**src/hdl/bisc_pkg.sv**
```systemverilog
package bisc_pkg;

  // Field and register widths fixed by the block's interface.
  localparam int CFG_W     = 9;
  localparam int CFG_IDX_W = 2;
  localparam int PIX_W     = 32;
  localparam int COORD_W   = 8;
  localparam int CH_W      = 8;
  localparam int N_CH      = 4;

  // Defaults for the top-level parameters.
  localparam int MAX_WIDTH_DEF  = 256;
  localparam int MAX_HEIGHT_DEF = 256;
  localparam int FRAC_BITS_DEF  = 16;

  // Register reset value and legal limits.
  localparam int             CFG_RESET = 256;
  localparam logic [CFG_W-1:0] SRC_MIN = 9'd2;
  localparam logic [CFG_W-1:0] DST_MIN = 9'd1;
  localparam logic [CFG_W-1:0] DST_MAX = 9'd256;

  // Register indexes.
  localparam logic [CFG_IDX_W-1:0] REG_SRC_W = 2'd0;
  localparam logic [CFG_IDX_W-1:0] REG_SRC_H = 2'd1;
  localparam logic [CFG_IDX_W-1:0] REG_DST_W = 2'd2;
  localparam logic [CFG_IDX_W-1:0] REG_DST_H = 2'd3;

  // Item actions.
  localparam logic ACT_LOAD = 1'b0;
  localparam logic ACT_EMIT = 1'b1;

  // Commands from the controller to the datapath.
  typedef struct packed {
    logic       load;      // write the incoming pixel into the frame store
    logic       cap;       // capture the clamped destination coordinate
    logic       pos;       // form source position and fractions
    logic       acc_clr;   // clear the channel accumulators
    logic       rd;        // read one neighbor and form its weight
    logic [1:0] sel;       // neighbor: bit 0 is the column offset, bit 1 the row offset
    logic       mul;       // multiply the read neighbor by its weight
    logic       acc;       // add the weighted neighbor into the accumulators
    logic       out_load;  // load the packed result into the output register
  } cmd_t;

  // Status from the datapath to the controller.
  typedef struct packed {
    logic busy;            // step division pending or in progress
  } stat_t;

endpackage

```
**src/hdl/bisc_ctrl.sv**
```systemverilog
module bisc_ctrl import bisc_pkg::*; (
  input  logic  clk_i,
  input  logic  rst_ni,
  input  logic  in_valid_i,
  input  logic  in_action_i,
  output logic  in_ready_o,
  output logic  out_valid_o,
  input  logic  out_ready_i,
  input  stat_t stat_i,
  output cmd_t  cmd_o
);

  typedef enum logic [2:0] {
    ST_IDLE,
    ST_POS,
    ST_READ,
    ST_DRAIN,
    ST_WRITE
  } state_e;

  localparam logic [1:0] NBR_LAST   = 2'd3;
  localparam logic [1:0] DRAIN_LAST = 2'd1;
  localparam logic [1:0] NBR_THIRD  = 2'd2;

  state_e     state_q;
  logic [1:0] cnt_q;
  logic       out_valid_q;
  logic       accept;

  assign in_ready_o  = (state_q == ST_IDLE) && !stat_i.busy;
  assign out_valid_o = out_valid_q;
  assign accept      = in_valid_i && in_ready_o;

  // Neighbor reads, weighting and accumulation overlap in a pipeline.
  always_comb begin
    cmd_o          = '0;
    cmd_o.load     = accept && (in_action_i == ACT_LOAD);
    cmd_o.cap      = accept && (in_action_i == ACT_EMIT);
    cmd_o.pos      = state_q == ST_POS;
    cmd_o.acc_clr  = state_q == ST_POS;
    cmd_o.rd       = state_q == ST_READ;
    cmd_o.sel      = cnt_q;
    cmd_o.mul      = ((state_q == ST_READ) && (cnt_q != 2'd0))
                  || ((state_q == ST_DRAIN) && (cnt_q != DRAIN_LAST));
    cmd_o.acc      = ((state_q == ST_READ) && (cnt_q >= NBR_THIRD))
                  || (state_q == ST_DRAIN);
    cmd_o.out_load = (state_q == ST_WRITE) && (!out_valid_q || out_ready_i);
  end

  always_ff @(posedge clk_i or negedge rst_ni) begin
    if (!rst_ni) begin
      state_q     <= ST_IDLE;
      cnt_q       <= '0;
      out_valid_q <= 1'b0;
    end else begin
      if (cmd_o.out_load) begin
        out_valid_q <= 1'b1;
      end else if (out_ready_i) begin
        out_valid_q <= 1'b0;
      end
      unique case (state_q)
        ST_IDLE: begin
          if (cmd_o.cap) begin
            state_q <= ST_POS;
          end
        end
        ST_POS: begin
          state_q <= ST_READ;
          cnt_q   <= '0;
        end
        ST_READ: begin
          cnt_q <= cnt_q + 1'b1;
          if (cnt_q == NBR_LAST) begin
            state_q <= ST_DRAIN;
          end
        end
        ST_DRAIN: begin
          cnt_q <= cnt_q + 1'b1;
          if (cnt_q == DRAIN_LAST) begin
            state_q <= ST_WRITE;
          end
        end
        ST_WRITE: begin
          if (cmd_o.out_load) begin
            state_q <= ST_IDLE;
          end
        end
        default: begin
          state_q <= ST_IDLE;
        end
      endcase
    end
  end

endmodule

```
**config.mk**
```make
export PLATFORM = sky130hd
export DESIGN_NAME = bisc_ctrl
export DESIGN_NICKNAME = d
export VERILOG_FILES = /design/src/hdl/bisc_pkg.sv /design/src/hdl/bisc_ctrl.sv
export SDC_FILE = /design/constraint.sdc
export NUM_CORES = 1
export LEC_CHECK = 0
export BUFFER_PORTS_ARGS = -buffer_cell sky130_fd_sc_hd__buf_2
export CAP_MARGIN = 20
export CORE_AREA = 4 4 41 43
export DETAILED_ROUTE_END_ITERATION = 6
export DIE_AREA = 0 0 45 47
export SLEW_MARGIN = 20
export SYNTH_ARGS = -nofsm -noshare
export SYNTH_HDL_FRONTEND = slang
export SYNTH_SLANG_ARGS = --single-unit
```
**constraint.sdc**
```tcl
create_clock -name clk_i -period 2.93 [get_ports clk_i]
set_clock_uncertainty 0.1 [all_clocks]
set_input_delay 0.1465 -clock clk_i [delete_from_list [all_inputs] [get_ports clk_i]]
set_output_delay 0.1465 -clock clk_i [all_outputs]
set_load 0.01 [all_outputs]
```
==> flow_metrics.py, run 1 <==
metrics = {
    "outcome": {
        "status": "finished, final reports clean",
    },
    "clock_tree": {
        "clk_latency_ns": 0.25,
        "cts_sinks": 6,
        "clockBufferDepth": 2,
        "ctsRootBufferMaster": "clkbuf_4",
        "cts_tree": "yes",
        "ctsHtreeMaxLevel": 1,
        "path_clk_slew_ns": 0.04,
        "cts_buffers": 3,
    },
    "placement": {
        "pre_cts_ws_ns": 1.50,
        "gp_congestion": 0.782,
        "dp_hpwl_microns": 663,
        "placedInstanceArea_sq_um": 480,
        "io_buffers": 17,
        "dp_cells": 72,
    },
    "logic_synthesis": {
        "synth_edf_count": 0,
        "yosysTopAreaCell": "dfrtp_1",
        "syn_area_per_cell_sq_um": 9.41,
        "syn_area_sq_um": 395,
        "ys_ff_latch": 6,
        "yosys-top-cells-area": "dfrtp_1 38%, ha_1 13%, nor4_4 5.4%, o21ai_0 5.1%, and3_1 4.7%",
        "synth_fp_nets": 52,
        "ys_seq_area_frac": 0.380,
        "synth_ff_type": "dfrtp_1",
        "yosysMostFrequentCell": "dfrtp_1",
        "synthArstFlopShare": 1.00,
        "yosysWarningCount": 0,
        "synth_cells": 42,
        "ys_types": 17,
        "synth_top_cell_area_share": 0.380,
    },
    "route": {
        "vias_per_cell": 4.74,
        "drc": 0,
        "dr.pass1.iters": 2,
        "vias": 360,
        "routed_wl_microns": 854,
        "ant_nets": 0,
        "drt_iter0_drc": 1,
        "wl_per_cell_microns": 11.2,
    },
    "layout": {
        "seq_area_sq_um": 150,
        "multi_input_area_sq_um": 211,
        "syn_to_final_growth_pct": 29.7,
        "layout-drive-gt1-share": 0.361,
        "antenna_cells": 0,
        "postLayoutCoreUtil": 0.394,
        "nNetsFinal": 73,
        "n_fill_cell": 144,
        "stdcell_count": 76,
        "final_area_sq_um": 513,
    },
    "global_routing": {
        "grt_pass1_vias": 338,
        "grt_usage": 0.0924,
        "overflow": 0,
        "antenna_found_initial": 0,
        "grt_max_degree": 10,
        "grt_pass1_wl_mm": 1.35,
    },
    "floorplanning": {
        "start_util": 0.304,
        "die-height_microns": 47,
        "row_count": 13,
        "io_pins": 18,
        "dieArea_sq_mm": 0.00212,
        "coreArea_sq_mm": 0.00130,
        "die_w_microns": 45,
    },
    "timing": {
        "fmax_mhz": 598,
        "grt_setup_unrepaired": "no",
        "worst_slack_ns": 1.26,
        "min_period_ns": 1.67,
        "finalCritPeriodShare": 0.571,
        "tns_ns": 0,
        "slew_violations": 0,
        "setup_viol": 0,
        "tightest_slew_ns": 0.338,
        "hold_violations": 0,
        "slew_headroom": 0.774,
    },
    "critical_path": {
        "criticalPathCategory": "reg2out",
        "crit_fanout": 6,
        "ff2ff_setup_slack_ns": 1.61,
        "worstPathRequired_ns": 2.68,
        "critPathArrivalTime_ns": 1.43,
        "endpoint_kind": "output pin",
        "worst_setup_path_start_kind": "flip-flop",
    },
    "pwr": {
        "max-vdd-ir-drop_mv": 0.438,
        "p_comb_frac": 0.507,
        "p_sw_uw": 220,
        "clkPwrFrac": 0.156,
        "p_per_area_mw_per_mm2": 954,
        "p_sw_frac": 0.449,
        "p_int_uw": 270,
        "pwr-share-seq": 0.337,
        "leakage_uw": 0.000287,
    },
    "job": {
        "drv_cap": 0,
    },
    "min_path": {
        "hp-class": "in2reg",
    },
}
power groups by stage:
stage                     Sequential (uW)  Combinational, uW  Clock (uW)
after floorplan                       154                177           0
after global placement                167                247           0
after detailed placement              167                250           0
after CTS                             165                254        79.3
after global routing                  172                285        85.8
final                                 165                248        76.1
per-layer routing:
metal | part of all wire | wire length [microns] | vias up | GRT usage
met5 | 0 | 0 | - | 0
met4 | 0.029 | 25 | 0 | 0.0877
met3 | 0.093 | 79 | 5 | 0.0383
met2 | 0.46 | 389 | 13 | 0.133
met1 | 0.42 | 360 | 164 | 0.102
li1 | - | - | 178 | -
metrics by stage:
stage                     hold slack [ns]  total power, uW
after floorplan                    -0.249              331
after global placement             -0.120              414
after detailed placement           -0.123              417
after CTS                           0.104              498
after global routing                0.118              542
final                               0.113              489
final timing paths:
path | depth (start not counted) | to | startpoint
worst max-delay path | 5 | cmd_o[2] | cnt_q[0]$_DFFE_PN0P_
worst min-delay path | 3 | out_valid_o$_DFFE_PN0P_ | out_ready_i
worst max register to register | 3 | state_q[0]$_DFFE_PN0P_ | state_q[0]$_DFFE_PN0P_
worst min register to register | 2 | out_valid_o$_DFFE_PN0P_ | out_valid_o$_DFFE_PN0P_
max in group asynchronous | 2 | state_q[2]$_DFFE_PN0P_ | rst_ni
min in group asynchronous | 2 | out_valid_o$_DFFE_PN0P_ | rst_ni
cell usage in the layout, fill, tap and decap left out, types with 2 or more instances in the layout:
master / count
and3_1: 3
nor3_1: 2
nor3b_1: 2
clkbuf_4: 3
ha_1: 4
nand2b_1: 2
o21ai_0: 4
inv_1: 4
nor2_1: 4
dfrtp_1: 6
nand2_1: 4
buf_2: 17
registers in the layout, summed over array words and instances (netlist names):
register / flops
out_valid_o: 1
state_q: 3
cnt_q: 2
worst max-delay path, stage by stage (launching register included):
cell and delay (ns):
dfrtp_1 0.42, inv_1 0.09, ha_1 0.19, nor2b_1 0.12, nor3b_1 0.19, buf_2 0.16
cells by family (layout without fill, tap and decap cells):
| logic type | count (synthesis) | count (layout) | share of synthesized area |
|---|---|---|---|
| simple gates | 19 | 19 | 0.288 |
| compound gates | 6 | 6 | 0.0949 |
| buf+inv | 6 | 25 | 0.0854 |
| flops | 6 | 6 | 0.380 |
| mux | 1 | 1 | 0.0253 |
| fa+ha+maj | 4 | 4 | 0.127 |
cell type report:
type / count / area share
clock buffers: 3 / 0.0439
inverters: 4 / 0.0293
multi-input cells: 30 / 0.412
flip-flops and latches: 6 / 0.293
well taps: 15 / 0.0366
repair buffers: 18 / 0.185
timing repair:
item	in CTS	in global routing
hold endpoints to repair	6	0
hold buffers	1	0
setup buffers	0	0
gates resized for setup	0	0
No activity file was read; power rests on OpenSTA's default activity.
==> inputs of run 2 (changes only) <==
clock period = 1.5 ns   (was 2.93 ns; I/O delays follow)
==> run 2 against run 1 <==
Against the previous run:
- global-route usage increased by 1.0 points
- power increased by 140%
- cell count increased by 16%
- clock-buffer cell count unchanged
- non-clock buffer count increased by 12
- flip-flop and latch count unchanged
- critical path depth decreased by 2
- critical path type unchanged
- combinational power increased to 3.0 times the previous value
- core utilization increased by 8.7 points
==> flow_metrics.py, run 2 (synthesis results as in run 1) <==
metrics = {
    "route": {
        "ant_nets": 0,
        "vias_per_cell": 4.49,
        "dr.pass1.iters": 4,
        "drt_iter0_drc": 12,
        "vias": 395,
        "wl_per_cell_microns": 10.6,
        "routed_wl_microns": 937,
        "drc": 0,
    },
    "timing": {
        "fmax_mhz": 673,
        "tightest_slew_ns": 0.288,
        "min_period_ns": 1.49,
        "finalCritPeriodShare": 0.991,
        "hold_violations": 0,
        "tns_ns": 0,
        "grt_setup_unrepaired": "yes",
        "worst_slack_ns": 0.0131,
        "slew_violations": 0,
        "setup_viol": 0,
        "hold-worst-slack_ns": 0.0318,
        "slew_headroom": 0.807,
    },
    "outcome": {
        "status": "finished, final reports clean",
    },
    "critical_path": {
        "path_buf_inv": 1,
        "critPathSlowestCell": "dfrtp_2",
        "endpoint_kind": "output pin",
        "cp_top_family": "simple AND/OR/NAND/NOR gates",
        "crit_fanout": 4,
        "crit_chain": "nor4_4 > and3_1 > buf_2",
        "worstPathRequired_ns": 1.32,
        "critPathArrivalTime_ns": 1.31,
        "criticalPathCategory": "reg2out",
        "worst_setup_path_start_kind": "flip-flop",
        "cpPeakStageDelay_ns": 0.43,
    },
    "clock_tree": {
        "clk_latency_ns": 0.24,
        "ctsRootBufferMaster": "clkbuf_4",
        "path_clk_slew_ns": 0.05,
        "clockBufferDepth": 2,
        "ctsHtreeMaxLevel": 1,
        "cts_sinks": 6,
        "cts_tree": "yes",
        "cts_buffers": 3,
    },
    "layout": {
        "nNetsFinal": 85,
        "final_common_cell": "buf_2",
        "antenna_cells": 0,
        "largest_reg_flops": 3,
        "stdcell_count": 88,
        "regMostFlops": "state_q",
        "syn_to_final_growth_pct": 58.2,
        "final_cell_mix": "17 x buf_2, 12 x buf_4",
        "layout-drive-gt1-share": 0.589,
    },
    "floorplanning": {
        "start_util": 0.304,
        "dieArea_sq_mm": 0.00212,
        "coreArea_sq_mm": 0.00130,
        "die_w_microns": 45,
        "io_pins": 18,
        "row_count": 13,
        "die-height_microns": 47,
    },
    "pwr": {
        "p_comb_frac": 0.628,
        "leakage_uw": 0.000344,
        "p_int_uw": 695,
        "p_sw_frac": 0.406,
        "power_uw": 1170,
        "p_per_area_mw_per_mm2": 1870,
        "max-vdd-ir-drop_mv": 0.961,
        "pwr-share-seq": 0.247,
        "p_sw_uw": 476,
        "clkPwrFrac": 0.125,
    },
    "min_path": {
        "hp-class": "in2reg",
    },
    "job": {
        "drv_cap": 0,
    },
    "global_routing": {
        "antenna_found_initial": 0,
        "grt_max_degree": 7,
        "grt_usage": 0.102,
        "grt_pass1_vias": 396,
        "grt_pass1_wl_mm": 1.55,
        "overflow": 0,
    },
    "placement": {
        "dp_hpwl_microns": 685,
        "pre_cts_ws_ns": 0.170,
        "io_buffers": 17,
        "dp_cells": 75,
        "gp_congestion": 0.738,
    },
}
[run 2: cell count changes in the layout (fill, tap and decap cells not counted), sizes merged]
cell,delta
buf,+12
[run 2: final cells by class]
| class | instances | area (sq um) |
|---|---|---|
| Fill cell | 142 | 676 |
| Multi-Input combinational cell | 30 | 231 |
| Timing Repair Buffer | 30 | 185 |
| Sequential cell | 6 | 153 |
| Clock buffer | 3 | 22.5 |
| Tap cell | 15 | 18.8 |
| Inverter | 4 | 15.0 |
[run 2: tightest hold or removal path, cell delays in order]
cell	delay, ns
buf_2	0.07
nand2b_1	0.13
nand2_1	0.06
[run 2: routing by layer]
metal	share of wire	up-vias	routed length, microns	track usage
li1	-	204	-	-
met1	0.46	177	432	0.125
met2	0.46	12	427	0.167
met3	0.073	2	68	0.0268
met4	0.011	0	10	0.0526
met5	0	-	0	0
[run 2: what timing repair did]
item	4_1_cts	5_1_grt
hold buffers	1	0
pin swaps	4	1
resized for setup	4	5
buffers inserted	6	3
endpoints found under the setup margin	5	5
endpoints found under the hold margin	6	0
[run 2: worst paths after layout]
| check | from | to | slack, ns | cells past startpoint |
|---|---|---|---|---|
| worst max-delay path | state_q[0]$_DFFE_PN0P_ | cmd_o[8] | 0.01 | 3 |
| worst min register to register | out_valid_o$_DFFE_PN0P_ | out_valid_o$_DFFE_PN0P_ | 0.42 | 2 |
| worst max register to register | state_q[0]$_DFFE_PN0P_ | state_q[0]$_DFFE_PN0P_ | 0.28 | 3 |
| max in group asynchronous | rst_ni | state_q[1]$_DFFE_PN0P_ | 1.06 | 2 |
| worst min-delay path | out_ready_i | out_valid_o$_DFFE_PN0P_ | 0.03 | 3 |
| min in group asynchronous | rst_ni | cnt_q[0]$_DFFE_PN0P_ | 0.09 | 2 |
[run 2: power by group through the flow]
stage | clock network, uW | logic [uW] | registers (uW)
after floorplan | 0 | 346 | 302
after global placement | 0 | 546 | 300
after detailed placement | 0 | 550 | 306
after CTS | 152 | 674 | 287
after global routing | 158 | 828 | 302
final | 146 | 735 | 290
[run 2: metrics by stage]
step	area, sq um	utilization
5_1_grt	626	0.481
4_1_cts	587	0.451
3_3_place_gp	503	0.387
2_1_floorplan	395	-
3_5_place_dp	503	0.387
6_report	626	0.481
